## config.mk

```make
export PLATFORM = sky130hd
export DESIGN_NAME = actuator_pwm_slew_limiter
export DESIGN_NICKNAME = d
export VERILOG_FILES = /design/src/sv/apsl_pkg.sv /design/src/sv/actuator_pwm_slew_limiter.sv /design/src/sv/apsl_csr.sv /design/src/sv/apsl_datapath.sv /design/src/sv/apsl_ctrl.sv
export SDC_FILE = /design/constraint.sdc
export NUM_CORES = 2
export LEC_CHECK = 0
export ABC_AREA = 1
export CAP_MARGIN = 20
export CELL_PAD_IN_SITES_DETAIL_PLACEMENT = 1
export CELL_PAD_IN_SITES_GLOBAL_PLACEMENT = 2
export CORE_MARGIN = 2
export CORE_UTILIZATION = 41
export DETAILED_ROUTE_END_ITERATION = 12
export DONT_BUFFER_PORTS = 1
export GPL_ROUTABILITY_DRIVEN = 0
export GPL_TIMING_DRIVEN = 0
export PLACE_DENSITY_LB_ADDON = 0.1
export SLEW_MARGIN = 5
export SYNTH_ARGS = -nofsm -noshare
export SYNTH_HDL_FRONTEND = slang
export SYNTH_SLANG_ARGS = --single-unit
```

## constraint.sdc

```tcl
create_clock -name clock -period 21.5 [get_ports clock]
set_input_delay 3.225 -clock clock [delete_from_list [all_inputs] [get_ports clock]]
set_output_delay 3.225 -clock clock [all_outputs]
set_load 0.02 [all_outputs]
```

## src/sv/apsl_pkg.sv

```systemverilog
// ----------------------------------------------------------------------------
// apsl_pkg
// Shared types and constants of the actuator PWM slew limiter.
// ----------------------------------------------------------------------------
`default_nettype none

package apsl_pkg;

   localparam int LEVEL_W    = 12;
   localparam int FULL_SCALE = 2048;
   localparam int POINT_W    = 12;
   localparam int TABLE_W    = 60;
   localparam int PCT_W      = 13;
   localparam int PCT_ONE    = 4096;
   localparam int FRAC_W     = 12;
   localparam int TICK_W     = 32;
   localparam int FS_W       = 16;
   localparam int ARR_W      = 16;
   localparam int CMP_W      = 17;
   localparam int PROD_W     = 26;
   localparam int CMP_PROD_W = 29;
   localparam int LEVEL_SHIFT = 11;
   localparam int DIVIDEND_W = TICK_W + LEVEL_SHIFT;
   localparam int DIV_CNT_W  = $clog2(DIVIDEND_W);
   localparam int CSR_DATA_W = 64;
   localparam int CSR_ADDR_W = 6;

   localparam logic [2:0] REG_LEFT_PUMP_TABLE  = 3'd0;
   localparam logic [2:0] REG_LEFT_FAN_TABLE   = 3'd1;
   localparam logic [2:0] REG_RIGHT_PUMP_TABLE = 3'd2;
   localparam logic [2:0] REG_RIGHT_FAN_TABLE  = 3'd3;
   localparam logic [2:0] REG_RISE_FULL_SCALE  = 3'd4;
   localparam logic [2:0] REG_FALL_FULL_SCALE  = 3'd5;
   localparam logic [2:0] REG_FAN_INVERTED     = 3'd6;
   localparam logic [2:0] REG_AUTO_RELOAD      = 3'd7;

   localparam logic CMD_SET   = 1'b0;
   localparam logic CMD_START = 1'b1;

   localparam logic STATUS_OK      = 1'b0;
   localparam logic STATUS_INVALID = 1'b1;

   localparam logic [1:0] ACT_LEFT_PUMP  = 2'd0;
   localparam logic [1:0] ACT_LEFT_FAN   = 2'd1;
   localparam logic [1:0] ACT_RIGHT_PUMP = 2'd2;

   localparam int OP_W = 4;
   localparam logic [OP_W-1:0] OP_NONE        = 4'd0;
   localparam logic [OP_W-1:0] OP_LATCH       = 4'd1;
   localparam logic [OP_W-1:0] OP_CLEAR       = 4'd2;
   localparam logic [OP_W-1:0] OP_INTERP      = 4'd3;
   localparam logic [OP_W-1:0] OP_TARGET      = 4'd4;
   localparam logic [OP_W-1:0] OP_SETUP       = 4'd5;
   localparam logic [OP_W-1:0] OP_DIV_STEP    = 4'd6;
   localparam logic [OP_W-1:0] OP_APPLY       = 4'd7;
   localparam logic [OP_W-1:0] OP_MUL         = 4'd8;
   localparam logic [OP_W-1:0] OP_OUT_SET     = 4'd9;
   localparam logic [OP_W-1:0] OP_OUT_INVALID = 4'd10;
   localparam logic [OP_W-1:0] OP_NEXT        = 4'd11;

   typedef struct packed {
      logic                command;
      logic [2:0]          channel;
      logic signed [15:0]  percentage;
      logic [TICK_W-1:0]   tick;
   } apsl_req_type;

   typedef struct packed {
      logic [1:0]         actuator;
      logic [2:0]         timer_channel;
      logic [CMP_W-1:0]   compare_value;
      logic [LEVEL_W-1:0] applied_level;
      logic               status;
      logic               last;
   } apsl_rsp_type;

   typedef struct packed {
      logic [TABLE_W-1:0] left_pump_table;
      logic [TABLE_W-1:0] left_fan_table;
      logic [TABLE_W-1:0] right_pump_table;
      logic [TABLE_W-1:0] right_fan_table;
      logic [FS_W-1:0]    rise_full_scale_ms;
      logic [FS_W-1:0]    fall_full_scale_ms;
      logic               fan_inverted;
      logic [ARR_W-1:0]   auto_reload;
   } apsl_cfg_type;

   typedef struct packed {
      logic [OP_W-1:0] op;
   } apsl_cmd_type;

   typedef struct packed {
      logic start;
      logic invalid;
      logic last_item;
      logic fs_zero;
      logic div_done;
      logic rsp_busy;
   } apsl_stat_type;

   function automatic logic [2:0] timer_channel_of(input logic [1:0] act);
      logic [2:0] tc;
      case (act)
         ACT_LEFT_PUMP:  tc = 3'd3;
         ACT_LEFT_FAN:   tc = 3'd4;
         ACT_RIGHT_PUMP: tc = 3'd2;
         default:        tc = 3'd1;
      endcase
      return tc;
   endfunction

endpackage

`default_nettype wire

```

## src/sv/actuator_pwm_slew_limiter.sv

```systemverilog
// ----------------------------------------------------------------------------
// actuator_pwm_slew_limiter
// Slew-limited PWM compare generator for two pumps and two fans.
// ----------------------------------------------------------------------------
// Requests arrive on req_valid/req_ready with a command, channel, Q12
// percentage and millisecond tick. Results leave on rsp_valid/rsp_ready, one
// per set request and one per channel for a start request; last marks the
// final result of a request. Tables, slew times, fan inversion and the timer
// reload value are written through the APB-style port at byte address 8*i.
// A set request runs through table interpolation and target clamping, a
// setup step, a one-bit-per-cycle divider that forms the slew step, then an
// apply, a multiply and an output step. With a slew time of zero the divider
// takes no steps and the level moves straight to the target. A start request
// runs that sequence once per channel. An invalid channel goes straight to
// its result.
// One request is worked on at a time; the next is accepted the cycle after
// the final result is loaded. A stalled receiver holds the result register,
// and the sequence waits for it to empty before loading the next result.
// Reset clears all levels and tick stamps, the tables and slew times to zero
// and the reload to 65535.
// ----------------------------------------------------------------------------
`default_nettype none

module actuator_pwm_slew_limiter
   import apsl_pkg::*;
#(
   parameter int LEVEL_POINTS = 5,
   parameter int CHANNELS     = 4
)
(
   input  logic                  clock,
   input  logic                  reset,
   input  logic                  req_valid,
   output logic                  req_ready,
   input  apsl_req_type          req_data,
   output logic                  rsp_valid,
   input  logic                  rsp_ready,
   output apsl_rsp_type          rsp_data,
   input  logic                  psel,
   input  logic                  penable,
   input  logic                  pwrite,
   input  logic [CSR_ADDR_W-1:0] paddr,
   input  logic [CSR_DATA_W-1:0] pwdata,
   output logic [CSR_DATA_W-1:0] prdata,
   output logic                  pready
);

   apsl_cfg_type  cfg;
   apsl_cmd_type  cmd;
   apsl_stat_type stat;

   apsl_csr u_csr (
      .clock   (clock),
      .reset   (reset),
      .psel    (psel),
      .penable (penable),
      .pwrite  (pwrite),
      .paddr   (paddr),
      .pwdata  (pwdata),
      .prdata  (prdata),
      .pready  (pready),
      .cfg     (cfg)
   );

   apsl_ctrl u_ctrl (
      .clock     (clock),
      .reset     (reset),
      .req_valid (req_valid),
      .req_ready (req_ready),
      .stat      (stat),
      .cmd       (cmd)
   );

   apsl_datapath #(
      .LEVEL_POINTS (LEVEL_POINTS),
      .CHANNELS     (CHANNELS)
   ) u_datapath (
      .clock     (clock),
      .reset     (reset),
      .cfg       (cfg),
      .cmd       (cmd),
      .req_data  (req_data),
      .stat      (stat),
      .rsp_data  (rsp_data),
      .rsp_valid (rsp_valid),
      .rsp_ready (rsp_ready)
   );

endmodule

`default_nettype wire

```

## src/sv/apsl_csr.sv

```systemverilog
// ----------------------------------------------------------------------------
// apsl_csr
// APB-style register file holding the level tables, slew times, fan
// inversion and timer reload value.
// ----------------------------------------------------------------------------
`default_nettype none

module apsl_csr
   import apsl_pkg::*;
(
   input  logic                  clock,
   input  logic                  reset,
   input  logic                  psel,
   input  logic                  penable,
   input  logic                  pwrite,
   input  logic [CSR_ADDR_W-1:0] paddr,
   input  logic [CSR_DATA_W-1:0] pwdata,
   output logic [CSR_DATA_W-1:0] prdata,
   output logic                  pready,
   output apsl_cfg_type          cfg
);

   apsl_cfg_type cfg_ff;
   apsl_cfg_type cfg_in;
   logic         wr_en;
   logic [2:0]   reg_idx;

   assign wr_en   = psel & penable & pwrite;
   assign reg_idx = paddr[CSR_ADDR_W-1:3];
   assign pready  = 1'b1;
   assign cfg     = cfg_ff;

   always_comb begin
      cfg_in = cfg_ff;
      if (wr_en) begin
         case (reg_idx)
            REG_LEFT_PUMP_TABLE:  cfg_in.left_pump_table    = pwdata[TABLE_W-1:0];
            REG_LEFT_FAN_TABLE:   cfg_in.left_fan_table     = pwdata[TABLE_W-1:0];
            REG_RIGHT_PUMP_TABLE: cfg_in.right_pump_table   = pwdata[TABLE_W-1:0];
            REG_RIGHT_FAN_TABLE:  cfg_in.right_fan_table    = pwdata[TABLE_W-1:0];
            REG_RISE_FULL_SCALE:  cfg_in.rise_full_scale_ms = pwdata[FS_W-1:0];
            REG_FALL_FULL_SCALE:  cfg_in.fall_full_scale_ms = pwdata[FS_W-1:0];
            REG_FAN_INVERTED:     cfg_in.fan_inverted       = pwdata[0];
            REG_AUTO_RELOAD:      cfg_in.auto_reload        = pwdata[ARR_W-1:0];
            default:              cfg_in = cfg_ff;
         endcase
      end
   end

   always_comb begin
      case (reg_idx)
         REG_LEFT_PUMP_TABLE:  prdata = CSR_DATA_W'(cfg_ff.left_pump_table);
         REG_LEFT_FAN_TABLE:   prdata = CSR_DATA_W'(cfg_ff.left_fan_table);
         REG_RIGHT_PUMP_TABLE: prdata = CSR_DATA_W'(cfg_ff.right_pump_table);
         REG_RIGHT_FAN_TABLE:  prdata = CSR_DATA_W'(cfg_ff.right_fan_table);
         REG_RISE_FULL_SCALE:  prdata = CSR_DATA_W'(cfg_ff.rise_full_scale_ms);
         REG_FALL_FULL_SCALE:  prdata = CSR_DATA_W'(cfg_ff.fall_full_scale_ms);
         REG_FAN_INVERTED:     prdata = CSR_DATA_W'(cfg_ff.fan_inverted);
         REG_AUTO_RELOAD:      prdata = CSR_DATA_W'(cfg_ff.auto_reload);
         default:              prdata = '0;
      endcase
   end

   always_ff @(posedge clock) begin
      if (reset) begin
         cfg_ff <= '{left_pump_table:    '0,
                     left_fan_table:     '0,
                     right_pump_table:   '0,
                     right_fan_table:    '0,
                     rise_full_scale_ms: '0,
                     fall_full_scale_ms: '0,
                     fan_inverted:       1'b0,
                     auto_reload:        '1};
      end else begin
         cfg_ff <= cfg_in;
      end
   end

endmodule

`default_nettype wire

```

## src/sv/apsl_datapath.sv

```systemverilog
// ----------------------------------------------------------------------------
// apsl_datapath
// Level interpolation, serial slew divider, compare multiplier, per-channel
// state and the result register.
// ----------------------------------------------------------------------------
`default_nettype none

module apsl_datapath
   import apsl_pkg::*;
#(
   parameter int LEVEL_POINTS = 5,
   parameter int CHANNELS     = 4
)
(
   input  logic          clock,
   input  logic          reset,
   input  apsl_cfg_type  cfg,
   input  apsl_cmd_type  cmd,
   input  apsl_req_type  req_data,
   output apsl_stat_type stat,
   output apsl_rsp_type  rsp_data,
   output logic          rsp_valid,
   input  logic          rsp_ready
);

   localparam int POS_W    = $clog2(PCT_ONE * (LEVEL_POINTS - 1) + 1);
   localparam int IDX_W    = $clog2(LEVEL_POINTS);
   localparam int CH_IDX_W = (CHANNELS > 1) ? $clog2(CHANNELS) : 1;

   logic                     start_ff, start_in;
   logic                     invalid_ff, invalid_in;
   logic [1:0]               ch_ff, ch_in;
   logic [PCT_W-1:0]         pct_ff, pct_in;
   logic [TICK_W-1:0]        tick_ff, tick_in;
   logic [POINT_W-1:0]       lo_ff, lo_in;
   logic signed [PROD_W-1:0] prod_ff, prod_in;
   logic [LEVEL_W-1:0]       target_ff, target_in;
   logic [FS_W-1:0]          fs_ff, fs_in;
   logic [FS_W-1:0]          rem_ff, rem_in;
   logic [DIVIDEND_W-1:0]    quot_ff, quot_in;
   logic [DIV_CNT_W-1:0]     div_cnt_ff, div_cnt_in;
   logic [LEVEL_W-1:0]       duty_ff, duty_in;
   logic [CMP_PROD_W-1:0]    cmp_prod_ff, cmp_prod_in;
   logic [LEVEL_W-1:0]       level_ff [CHANNELS];
   logic [LEVEL_W-1:0]       level_in [CHANNELS];
   logic [TICK_W-1:0]        stamp_ff [CHANNELS];
   logic [TICK_W-1:0]        stamp_in [CHANNELS];
   apsl_rsp_type             rsp_ff, rsp_in;
   logic                     rsp_valid_ff, rsp_valid_in;

   logic [CH_IDX_W-1:0]      ch_idx;
   logic [TABLE_W-1:0]       table_sel;
   logic [POINT_W-1:0]       pts [LEVEL_POINTS];
   logic [POS_W-1:0]         pos;
   logic [IDX_W-1:0]         lower;
   logic [IDX_W-1:0]         upper;
   logic signed [POINT_W:0]  span;
   logic signed [PROD_W-1:0] num;
   logic [LEVEL_W-1:0]       level_cur;
   logic [TICK_W-1:0]        elapsed;
   logic [FS_W:0]            shifted;
   logic                     fits;
   logic [LEVEL_W-1:0]       gap;
   logic [LEVEL_W-1:0]       level_new;
   logic [CMP_W-1:0]         arr_p1;
   logic [CMP_PROD_W-1:0]    cmp_sum;
   logic                     last_item;

   assign ch_idx    = ch_ff[CH_IDX_W-1:0];
   assign level_cur = level_ff[ch_idx];
   assign elapsed   = tick_ff - stamp_ff[ch_idx];
   assign last_item = !start_ff || (ch_ff == 2'(CHANNELS - 1));
   assign arr_p1    = {1'b0, cfg.auto_reload} + 17'd1;
   assign cmp_sum   = cmp_prod_ff + 29'd1024;

   always_comb begin
      case (ch_ff)
         ACT_LEFT_PUMP:  table_sel = cfg.left_pump_table;
         ACT_LEFT_FAN:   table_sel = cfg.left_fan_table;
         ACT_RIGHT_PUMP: table_sel = cfg.right_pump_table;
         default:        table_sel = cfg.right_fan_table;
      endcase
   end

   always_comb begin
      for (int k = 0; k < LEVEL_POINTS; k++) begin
         pts[k] = table_sel[k*POINT_W +: POINT_W];
         if (pts[k] > 12'(FULL_SCALE)) begin
            pts[k] = 12'(FULL_SCALE);
         end
      end
   end

   always_comb begin
      pos   = POS_W'(pct_ff) * POS_W'(LEVEL_POINTS - 1);
      lower = IDX_W'(pos >> FRAC_W);
      if (lower == IDX_W'(LEVEL_POINTS - 1)) begin
         upper = lower;
      end else begin
         upper = lower + IDX_W'(1);
      end
      span = $signed({1'b0, pts[upper]}) - $signed({1'b0, pts[lower]});
      num  = $signed({2'b00, lo_ff, 12'h000}) + prod_ff + 26'sd2048;
   end

   always_comb begin
      shifted = {rem_ff, quot_ff[DIVIDEND_W-1]};
      fits    = shifted >= {1'b0, fs_ff};
   end

   always_comb begin
      if (target_ff > level_cur) begin
         gap = target_ff - level_cur;
      end else begin
         gap = level_cur - target_ff;
      end
      if (fs_ff == '0) begin
         level_new = target_ff;
      end else if (target_ff > level_cur && DIVIDEND_W'(gap) > quot_ff) begin
         level_new = level_cur + quot_ff[LEVEL_W-1:0];
      end else if (target_ff < level_cur && DIVIDEND_W'(gap) > quot_ff) begin
         level_new = level_cur - quot_ff[LEVEL_W-1:0];
      end else begin
         level_new = target_ff;
      end
   end

   always_comb begin
      start_in     = start_ff;
      invalid_in   = invalid_ff;
      ch_in        = ch_ff;
      pct_in       = pct_ff;
      tick_in      = tick_ff;
      lo_in        = lo_ff;
      prod_in      = prod_ff;
      target_in    = target_ff;
      fs_in        = fs_ff;
      rem_in       = rem_ff;
      quot_in      = quot_ff;
      div_cnt_in   = div_cnt_ff;
      duty_in      = duty_ff;
      cmp_prod_in  = cmp_prod_ff;
      level_in     = level_ff;
      stamp_in     = stamp_ff;
      rsp_in       = rsp_ff;
      rsp_valid_in = rsp_valid_ff && !rsp_ready;
      case (cmd.op)
         OP_LATCH: begin
            start_in   = req_data.command == CMD_START;
            invalid_in = req_data.channel >= 3'(CHANNELS);
            ch_in      = req_data.channel[1:0];
            tick_in    = req_data.tick;
            if (req_data.percentage[15]) begin
               pct_in = '0;
            end else if (req_data.percentage > 16'sd4096) begin
               pct_in = PCT_W'(PCT_ONE);
            end else begin
               pct_in = req_data.percentage[PCT_W-1:0];
            end
         end
         OP_CLEAR: begin
            ch_in  = '0;
            pct_in = '0;
            for (int c = 0; c < CHANNELS; c++) begin
               level_in[c] = '0;
               stamp_in[c] = tick_ff;
            end
         end
         OP_INTERP: begin
            lo_in   = pts[lower];
            prod_in = $signed({1'b0, pos[FRAC_W-1:0]}) * span;
         end
         OP_TARGET: begin
            if (num[PROD_W-1]) begin
               target_in = '0;
            end else if (num[PROD_W-1:FRAC_W] > 14'(FULL_SCALE)) begin
               target_in = 12'(FULL_SCALE);
            end else begin
               target_in = num[FRAC_W+LEVEL_W-1:FRAC_W];
            end
         end
         OP_SETUP: begin
            if (target_ff >= level_cur) begin
               fs_in = cfg.rise_full_scale_ms;
            end else begin
               fs_in = cfg.fall_full_scale_ms;
            end
            quot_in    = {elapsed, 11'b0};
            rem_in     = '0;
            div_cnt_in = '0;
         end
         OP_DIV_STEP: begin
            if (fits) begin
               rem_in = FS_W'(shifted - {1'b0, fs_ff});
            end else begin
               rem_in = shifted[FS_W-1:0];
            end
            quot_in    = {quot_ff[DIVIDEND_W-2:0], fits};
            div_cnt_in = div_cnt_ff + DIV_CNT_W'(1);
         end
         OP_APPLY: begin
            level_in[ch_idx] = level_new;
            stamp_in[ch_idx] = tick_ff;
            if (cfg.fan_inverted && ch_ff[0]) begin
               duty_in = 12'(FULL_SCALE) - level_new;
            end else begin
               duty_in = level_new;
            end
         end
         OP_MUL: begin
            cmp_prod_in = {17'b0, duty_ff} * {12'b0, arr_p1};
         end
         OP_OUT_SET: begin
            rsp_in.actuator      = ch_ff;
            rsp_in.timer_channel = timer_channel_of(ch_ff);
            rsp_in.compare_value = cmp_sum[CMP_W+LEVEL_SHIFT-1:LEVEL_SHIFT];
            rsp_in.applied_level = level_cur;
            rsp_in.status        = STATUS_OK;
            rsp_in.last          = last_item;
            rsp_valid_in         = 1'b1;
         end
         OP_OUT_INVALID: begin
            rsp_in        = '0;
            rsp_in.status = STATUS_INVALID;
            rsp_in.last   = 1'b1;
            rsp_valid_in  = 1'b1;
         end
         OP_NEXT: begin
            ch_in = ch_ff + 2'd1;
         end
         default: begin
            ch_in = ch_ff;
         end
      endcase
   end

   always_ff @(posedge clock) begin
      start_ff    <= start_in;
      invalid_ff  <= invalid_in;
      ch_ff       <= ch_in;
      pct_ff      <= pct_in;
      tick_ff     <= tick_in;
      lo_ff       <= lo_in;
      prod_ff     <= prod_in;
      target_ff   <= target_in;
      fs_ff       <= fs_in;
      rem_ff      <= rem_in;
      quot_ff     <= quot_in;
      div_cnt_ff  <= div_cnt_in;
      duty_ff     <= duty_in;
      cmp_prod_ff <= cmp_prod_in;
      rsp_ff      <= rsp_in;
      if (reset) begin
         rsp_valid_ff <= 1'b0;
         for (int c = 0; c < CHANNELS; c++) begin
            level_ff[c] <= '0;
            stamp_ff[c] <= '0;
         end
      end else begin
         rsp_valid_ff <= rsp_valid_in;
         level_ff     <= level_in;
         stamp_ff     <= stamp_in;
      end
   end

   assign stat.start     = start_ff;
   assign stat.invalid   = invalid_ff;
   assign stat.last_item = last_item;
   assign stat.fs_zero   = fs_ff == '0;
   assign stat.div_done  = div_cnt_ff == DIV_CNT_W'(DIVIDEND_W - 1);
   assign stat.rsp_busy  = rsp_valid_ff;
   assign rsp_data       = rsp_ff;
   assign rsp_valid      = rsp_valid_ff;

`ifndef SYNTH
   a_load_only_when_free: assert property (@(posedge clock) disable iff (reset)
      (cmd.op == OP_OUT_SET || cmd.op == OP_OUT_INVALID) |-> !rsp_valid_ff)
      else $error("result register loaded while a result is pending");

   a_result_in_range: assert property (@(posedge clock) disable iff (reset)
      rsp_valid_ff |-> (rsp_ff.applied_level <= 12'(FULL_SCALE)
                        && rsp_ff.compare_value <= 17'h10000))
      else $error("result level or compare value out of range");
`endif

endmodule

`default_nettype wire

```

## src/sv/apsl_ctrl.sv

```systemverilog
// ----------------------------------------------------------------------------
// apsl_ctrl
// Sequencer that steps the datapath through latch, interpolation, slew
// division, compare scaling and result hand-off for each channel.
// ----------------------------------------------------------------------------
`default_nettype none

module apsl_ctrl
   import apsl_pkg::*;
(
   input  logic          clock,
   input  logic          reset,
   input  logic          req_valid,
   output logic          req_ready,
   input  apsl_stat_type stat,
   output apsl_cmd_type  cmd
);

   localparam logic [3:0] S_IDLE   = 4'd0;
   localparam logic [3:0] S_DECIDE = 4'd1;
   localparam logic [3:0] S_INVAL  = 4'd2;
   localparam logic [3:0] S_INTERP = 4'd3;
   localparam logic [3:0] S_TARGET = 4'd4;
   localparam logic [3:0] S_SETUP  = 4'd5;
   localparam logic [3:0] S_DIV    = 4'd6;
   localparam logic [3:0] S_APPLY  = 4'd7;
   localparam logic [3:0] S_MUL    = 4'd8;
   localparam logic [3:0] S_OUT    = 4'd9;
   localparam logic [3:0] S_NEXT   = 4'd10;

   logic [3:0] state_ff, state_in;

   assign req_ready = state_ff == S_IDLE;

   always_comb begin
      state_in = state_ff;
      cmd.op   = OP_NONE;
      case (state_ff)
         S_IDLE: begin
            if (req_valid) begin
               cmd.op   = OP_LATCH;
               state_in = S_DECIDE;
            end
         end
         S_DECIDE: begin
            if (stat.start) begin
               cmd.op   = OP_CLEAR;
               state_in = S_INTERP;
            end else if (stat.invalid) begin
               state_in = S_INVAL;
            end else begin
               cmd.op   = OP_INTERP;
               state_in = S_TARGET;
            end
         end
         S_INVAL: begin
            if (!stat.rsp_busy) begin
               cmd.op   = OP_OUT_INVALID;
               state_in = S_IDLE;
            end
         end
         S_INTERP: begin
            cmd.op   = OP_INTERP;
            state_in = S_TARGET;
         end
         S_TARGET: begin
            cmd.op   = OP_TARGET;
            state_in = S_SETUP;
         end
         S_SETUP: begin
            cmd.op   = OP_SETUP;
            state_in = S_DIV;
         end
         S_DIV: begin
            if (stat.fs_zero) begin
               state_in = S_APPLY;
            end else begin
               cmd.op = OP_DIV_STEP;
               if (stat.div_done) begin
                  state_in = S_APPLY;
               end
            end
         end
         S_APPLY: begin
            cmd.op   = OP_APPLY;
            state_in = S_MUL;
         end
         S_MUL: begin
            cmd.op   = OP_MUL;
            state_in = S_OUT;
         end
         S_OUT: begin
            if (!stat.rsp_busy) begin
               cmd.op = OP_OUT_SET;
               if (stat.last_item) begin
                  state_in = S_IDLE;
               end else begin
                  state_in = S_NEXT;
               end
            end
         end
         S_NEXT: begin
            cmd.op   = OP_NEXT;
            state_in = S_INTERP;
         end
         default: begin
            state_in = S_IDLE;
         end
      endcase
   end

   always_ff @(posedge clock) begin
      if (reset) begin
         state_ff <= S_IDLE;
      end else begin
         state_ff <= state_in;
      end
   end

`ifndef SYNTH
   a_one_request_at_a_time: assert property (@(posedge clock) disable iff (reset)
      (req_valid && req_ready) |=> !req_ready)
      else $error("request accepted while another is in progress");

   a_last_result_frees_input: assert property (@(posedge clock) disable iff (reset)
      (state_ff == S_OUT && !stat.rsp_busy && stat.last_item) |=> req_ready)
      else $error("input not reopened after the final result");
`endif

endmodule

`default_nettype wire

```

After elaboration in Yosys (flattened, before gate mapping)
Cells that the tools add are included.
- register bits after elaboration: 724
- input port bits: 129
- logic and storage cells: 205
- add/subtract/negate cells: 15
- multipliers: 2
- order comparisons: 17
- equality and inequality tests: 37
- multiplexer cells: 62
- bitwise operators: 5
- reductions and logical operators: 28
- operators with widths (operator ; number):
    $pmux W64 S8 ; 1
    $pmux W128 S2 ; 1
    $mux W12 ; 18
    $pmux W60 S3 ; 1
    $bwmux W128 ; 1
    $mux W32 ; 3
    $pmux W48 S2 ; 1
    $pmux W4 S11 ; 2
    $pmux W43 S2 ; 1
    $bmux W12 S3 ; 2
    $pmux W36 S2 ; 1
    $bmux W32 S2 ; 1
    $demux W32 S2 ; 1
    $gt A12 B12 Y1 const B ; 5
    $bwmux W48 ; 1
    $gt A12 B43 Y1 ; 1
    $mux W4 ; 10
    $sub A12 B12 Y12 ; 3
    $eq A4 B3 Y1 const B ; 8
    $mux W16 ; 2
    $pmux W16 S2 ; 1
    $sub A32 B32 Y32 ; 1
    $add A28 B11 Y28 const B ; 1
    $eq A4 B4 Y1 const B ; 7
    56 further kinds ; 92

Depth between registers and ports, before layout
- depth in word-level cells: 13
- mapped depth: 52

Cells and area by module
A second synthesis with hierarchy kept.
- cells, all modules: 6866
- area, all modules: 51440.6 µm²
- modules (own cells, without submodules) (module ; instances ; cells an instance ; area each (µm²) ; sequential area each (µm²)):
    apsl_datapath ; 1 ; 5001 ; 38182.9 ; 10600.2
    apsl_csr ; 1 ; 1787 ; 12812.3 ; 5785.5
    apsl_ctrl ; 1 ; 78 ; 445.4 ; 80.1

Worst setup path before layout
No wires, ideal clock.
- path type: reg2reg
- start: reg u_datapath.ch_ff[1]
- end: reg u_datapath.prod_ff[23], data pin
- library setup time: 0.266 ns
- arrival time: 8.558 ns
- setup slack: 12.676 ns
- stages on the path, launching flop included: 52
- buffers on the path: 4
- path through: edfxtp_1 > inv_1 > clkbuf_1 > buf_1 > ha_1 > buf_2 > buf_1 > nand2_1 > nand2_1 > o22ai_1 > inv_1 > nor2_1 > nand4_1 > nand2_1 > inv_1 > nor2_1 > nand2_1 > o211ai_1 > [16 not listed] > inv_1 > fa_1 > fa_1 > fa_1 > inv_1 > fa_1 > inv_1 > ha_1 > nand2_1 > nor2_1 > nand4_1 > o21ai_0 > nand3_1 > nand3_1 > nand2_1 > nor3_1 > nor3_1 > xor2_1
- longest elaborated chain between the ends: 9
- elaborated cells on any way between the ends: 22
- RTL lines (element ; RTL line ; RTL):
    from (decl) ; apsl_datapath.sv:32 ; logic [1:0] ch_ff, ch_in;
    from (signal assigned) ; apsl_datapath.sv:240 ; ch_ff <= ch_in;
    $eq A2 B2 Y1 (tied with other cells) ; apsl_datapath.sv:77 ; case (ch_ff)
    $pmux W60 S3 (*) ; apsl_datapath.sv:77 ;
    $gt A12 B12 Y1 ; apsl_datapath.sv:88 ; if (pts[k] > 12'(FULL_SCALE)) begin
    $mux W12 ; apsl_datapath.sv:88 ;
    $bmux W12 S3 ; apsl_datapath.sv:102 ; span = $signed({1'b0, pts[upper]}) - $signed({1'b0, pts[lower]});
    $mux W12 (not written as such) (2 in series) ; apsl_datapath.sv:102 ;
    $sub A12 B12 Y13 (*) ; apsl_datapath.sv:102 ;
    $mul A11 B13 Y24 (*) ; apsl_datapath.sv:171 ; prod_in = $signed({1'b0, pos[FRAC_W-1:0]}) * span;
    to (signal assigned) ; apsl_datapath.sv:244 ; prod_ff <= prod_in;
    to (decl) ; apsl_datapath.sv:36 ; logic signed [PROD_W-1:0] prod_ff, prod_in;
Mark *: on every way between the ends. The rest lies on a longest branch, timed or not. The select of a mux whose other input is x is not followed.
A chain may end at the register's enable or synchronous reset.

Final worst setup path
Ends and elaborated chain as after synthesis.

==> results.cfg <==
[setup_path]
cp_common_cell = nand2_1
r2r-start = u_datapath.ch_ff[1]$_DFFE_PP_
end_kind = register
critPathCapture = u_datapath.prod_ff[23]$_DFFE_PN_
cp.arrival_ns = 13.16
cp-startpoint = u_datapath.ch_ff[1]$_DFFE_PP_
crit_type = reg2reg
r2r_slack_ns = 8.79
cp_slowest_stage_delay_ns = 0.87
cp_num_buf_inv = 10
reg2reg_depth = 47
critical_path_required_ns = 21.95
crit_family = adder cells
worstSetupStartpointType = register
timing.rr.end = u_datapath.prod_ff[23]$_DFFE_PN_
cp.depth = 47
critPathSlowestCell = clkbuf_1
cp_max_fo = 11

[global_route]
antenna_found_initial = 11
gr-total-overflow = 0
grt_max_degree = 35
grt_pass1_vias = 49600
grt.total_usage = 0.326
grt_pass1_wl_um = 311000

[run]
maxCapViolCount = 0

[final_layout]
fin_area_mm2 = 0.0554
n_fill_cell = 15300
most-common-layout-cells = 1362 x nand2_1, 841 x nor2_1, 837 x inv_1
fin_cells = 8546
nNetsFinal = 7507
seq_area_mm2 = 0.0165
final_common_cell = nand2_1
multiInputGateArea_mm2 = 0.0291
drive_above_1_share = 0.0438
areaGrowthSynthToFinish_pct = 10.4

[placement]
hpwl_um = 162000
placed_area_mm2 = 0.0525
dp.cells = 8385
port_buffers = 0

[route]
firstDrtPassIters = 6
drt-initial-drc-count = 3300
drt_wl_total_um = 208000
wl_per_cell_um = 24.4
drc_errors = 0
vias_per_cell = 5.64
vias = 48200
ant_nets = 0

[sta]
tightestPinTransition_ns = 1.23
setup_viol = 0
min_period_ns = 12.71
max_freq_mhz = 78.7
report.final.slew_viol_count = 0
relSlewSlack = 0.181
grt_setup_unrepaired = false
finalCritPeriodShare = 0.591
hold_slack_ns = 0.466
finClkSkew_ns = 0.0248
fin_tns_setup_ns = 0
hold_viol_final = 0

[outcome]
run_status = finished, final reports clean

[cts]
ctsResizeCount = 0
clockBufferDepth = 3
cts_setup_buffers = 0
clk_pin_slew_worst_paths_ns = 0.06
cts_tree = done
cts-root-buf = clkbuf_16
h-tree-depth = 3
cts-buffers-inserted = 85
cts_hold_repair.buffers = 0
clk_latency_ns = 0.72
clkSinkCount = 705

[die]
die_h_um = 354
rows = 128
core_area_mm2 = 0.122
io_pins = 232
die-width_um = 354
initial_core_util = 0.413
die-area_mm2 = 0.125

[logic_synthesis]
postSynthAreaPerCell_um2 = 7.45
netlist.area_leader.share = 0.187
synth_cell_types = 71
synth_ff_type = dfxtp_1
synthCells = 6746
yosys_warnings = 0
ys_seq_elements = 705
synth_edf_count = 235
synth-async-reset-ratio = 0
yosysTopAreaCell = dfxtp_1
netlist_top_cells_area = dfxtp_1 19%, edfxtp_1 14%, fa_1 11%
netlist_area_mm2 = 0.0502
yosysSeqAreaShare = 0.328

[hold_path]
worstHoldPathType = reg2reg
hold-path-cell-count = 2
[cell usage after synthesis (all sizes together), types with 5 or more instances]
| master | count |
|---|---|
| a32o | 29 |
| or2 | 29 |
| o22ai | 67 |
| nor3 | 49 |
| nor4 | 10 |
| edfxtp | 235 |
| nand2 | 1384 |
| o221ai | 6 |
| nand4 | 83 |
| o21bai | 7 |
| clkinv | 16 |
| dfxtp | 470 |
| inv | 860 |
| o211ai | 13 |
| nand3 | 188 |
| o21ai | 729 |
| a31oi | 26 |
| o21a | 5 |
| xnor2 | 40 |
| a22o | 16 |
| a21oi | 527 |
| a22oi | 40 |
| a221oi | 25 |
| clkbuf | 287 |
| ha | 251 |
| xor2 | 85 |
| o2111ai | 17 |
| buf | 58 |
| a32oi | 17 |
| nor2 | 857 |
| a21o | 9 |
| fa | 276 |
[final cells by class]
cell class / count / share of cell area
Antenna cell: 1 / 0.0000451
Timing Repair Buffer: 15 / 0.00334
Multi-Input combinational cell: 4823 / 0.525
Clock inverter: 52 / 0.0122
Clock buffer: 104 / 0.0411
Tap cell: 1625 / 0.0367
Buffer: 345 / 0.0253
Inverter: 876 / 0.0594
Sequential cell: 705 / 0.297
[routing by layer]
layer  wire [um]  share of wire  track usage  up-vias
met5          71        0.00034            0        -
met4       10300          0.049        0.142       12
met3       13000          0.062       0.0615      417
met2       96300           0.46        0.538     1485
met1       88700           0.43        0.417    24000
li1            -              -            -    22300
[through the flow]
step	setup WS [ns]	util
after floorplan	12.68	-
after global placement	8.81	0.430
after detailed placement	9.10	0.431
after CTS	9.04	0.455
after global routing	8.45	0.456
final	8.79	0.456
[sequential cells by signal, summed over array words and instances, names as in the netlist, 18 cells and up]
name and cells:
u_datapath.quot_ff 43, u_datapath.cmp_prod_ff 18, u_datapath.tick_ff 32, u_datapath.stamp_ff 128, u_datapath.level_ff 48, u_datapath.rsp_data 36
u_csr.cfg 289
[how the worst min path moves through the flow]
| stage | start | endpoint | slack (ns) |
|---|---|---|---|
| finish | u_datapath.level_ff[42]$_SDFFE_PP0P_ | u_datapath.level_ff[42]$_SDFFE_PP0P_ | 0.47 |
| global placement | u_datapath.level_ff[45]$_SDFFE_PP0P_ | u_datapath.level_ff[45]$_SDFFE_PP0P_ | 0.45 |
| CTS | u_datapath.level_ff[36]$_SDFFE_PP0P_ | u_datapath.level_ff[36]$_SDFFE_PP0P_ | 0.47 |
| detailed placement | u_datapath.level_ff[23]$_SDFFE_PP0P_ | u_datapath.level_ff[23]$_SDFFE_PP0P_ | 0.46 |
| floorplan | u_csr.cfg[126]$_SDFFE_PP0P_ | u_csr.cfg[126]$_SDFFE_PP0P_ | 0.44 |
| global route | u_datapath.level_ff[6]$_SDFFE_PP0P_ | u_datapath.level_ff[6]$_SDFFE_PP0P_ | 0.48 |
[cell families (layout without fill, tap and decap cells)]
group,after synthesis,count (layout),synth area share
other cells,2,6,0.000149
compound gates,1553,1553,0.171
xor+xnor,125,125,0.0218
mux,1,1,0.000224
simple gates,2612,2612,0.213
fa+ha+maj,527,527,0.172
buf+inv,1221,1392,0.0934
flops,705,705,0.328
[worst reg2reg max path: cells and delay by family, from the launching register on]
family,cells,cell delay (ns)
adders and majority gates,9,3.96
buffers and inverters,10,3.10
and+or+nand+nor,21,2.55
AOI/OAI and AO/OA,6,2.11
DFF,1,0.60
xor gates and xnor gates,1,0.14
Power is left out: the tool's default activity adds up to more than one toggle a clock period on the data nets, which glitch-free logic cannot reach.
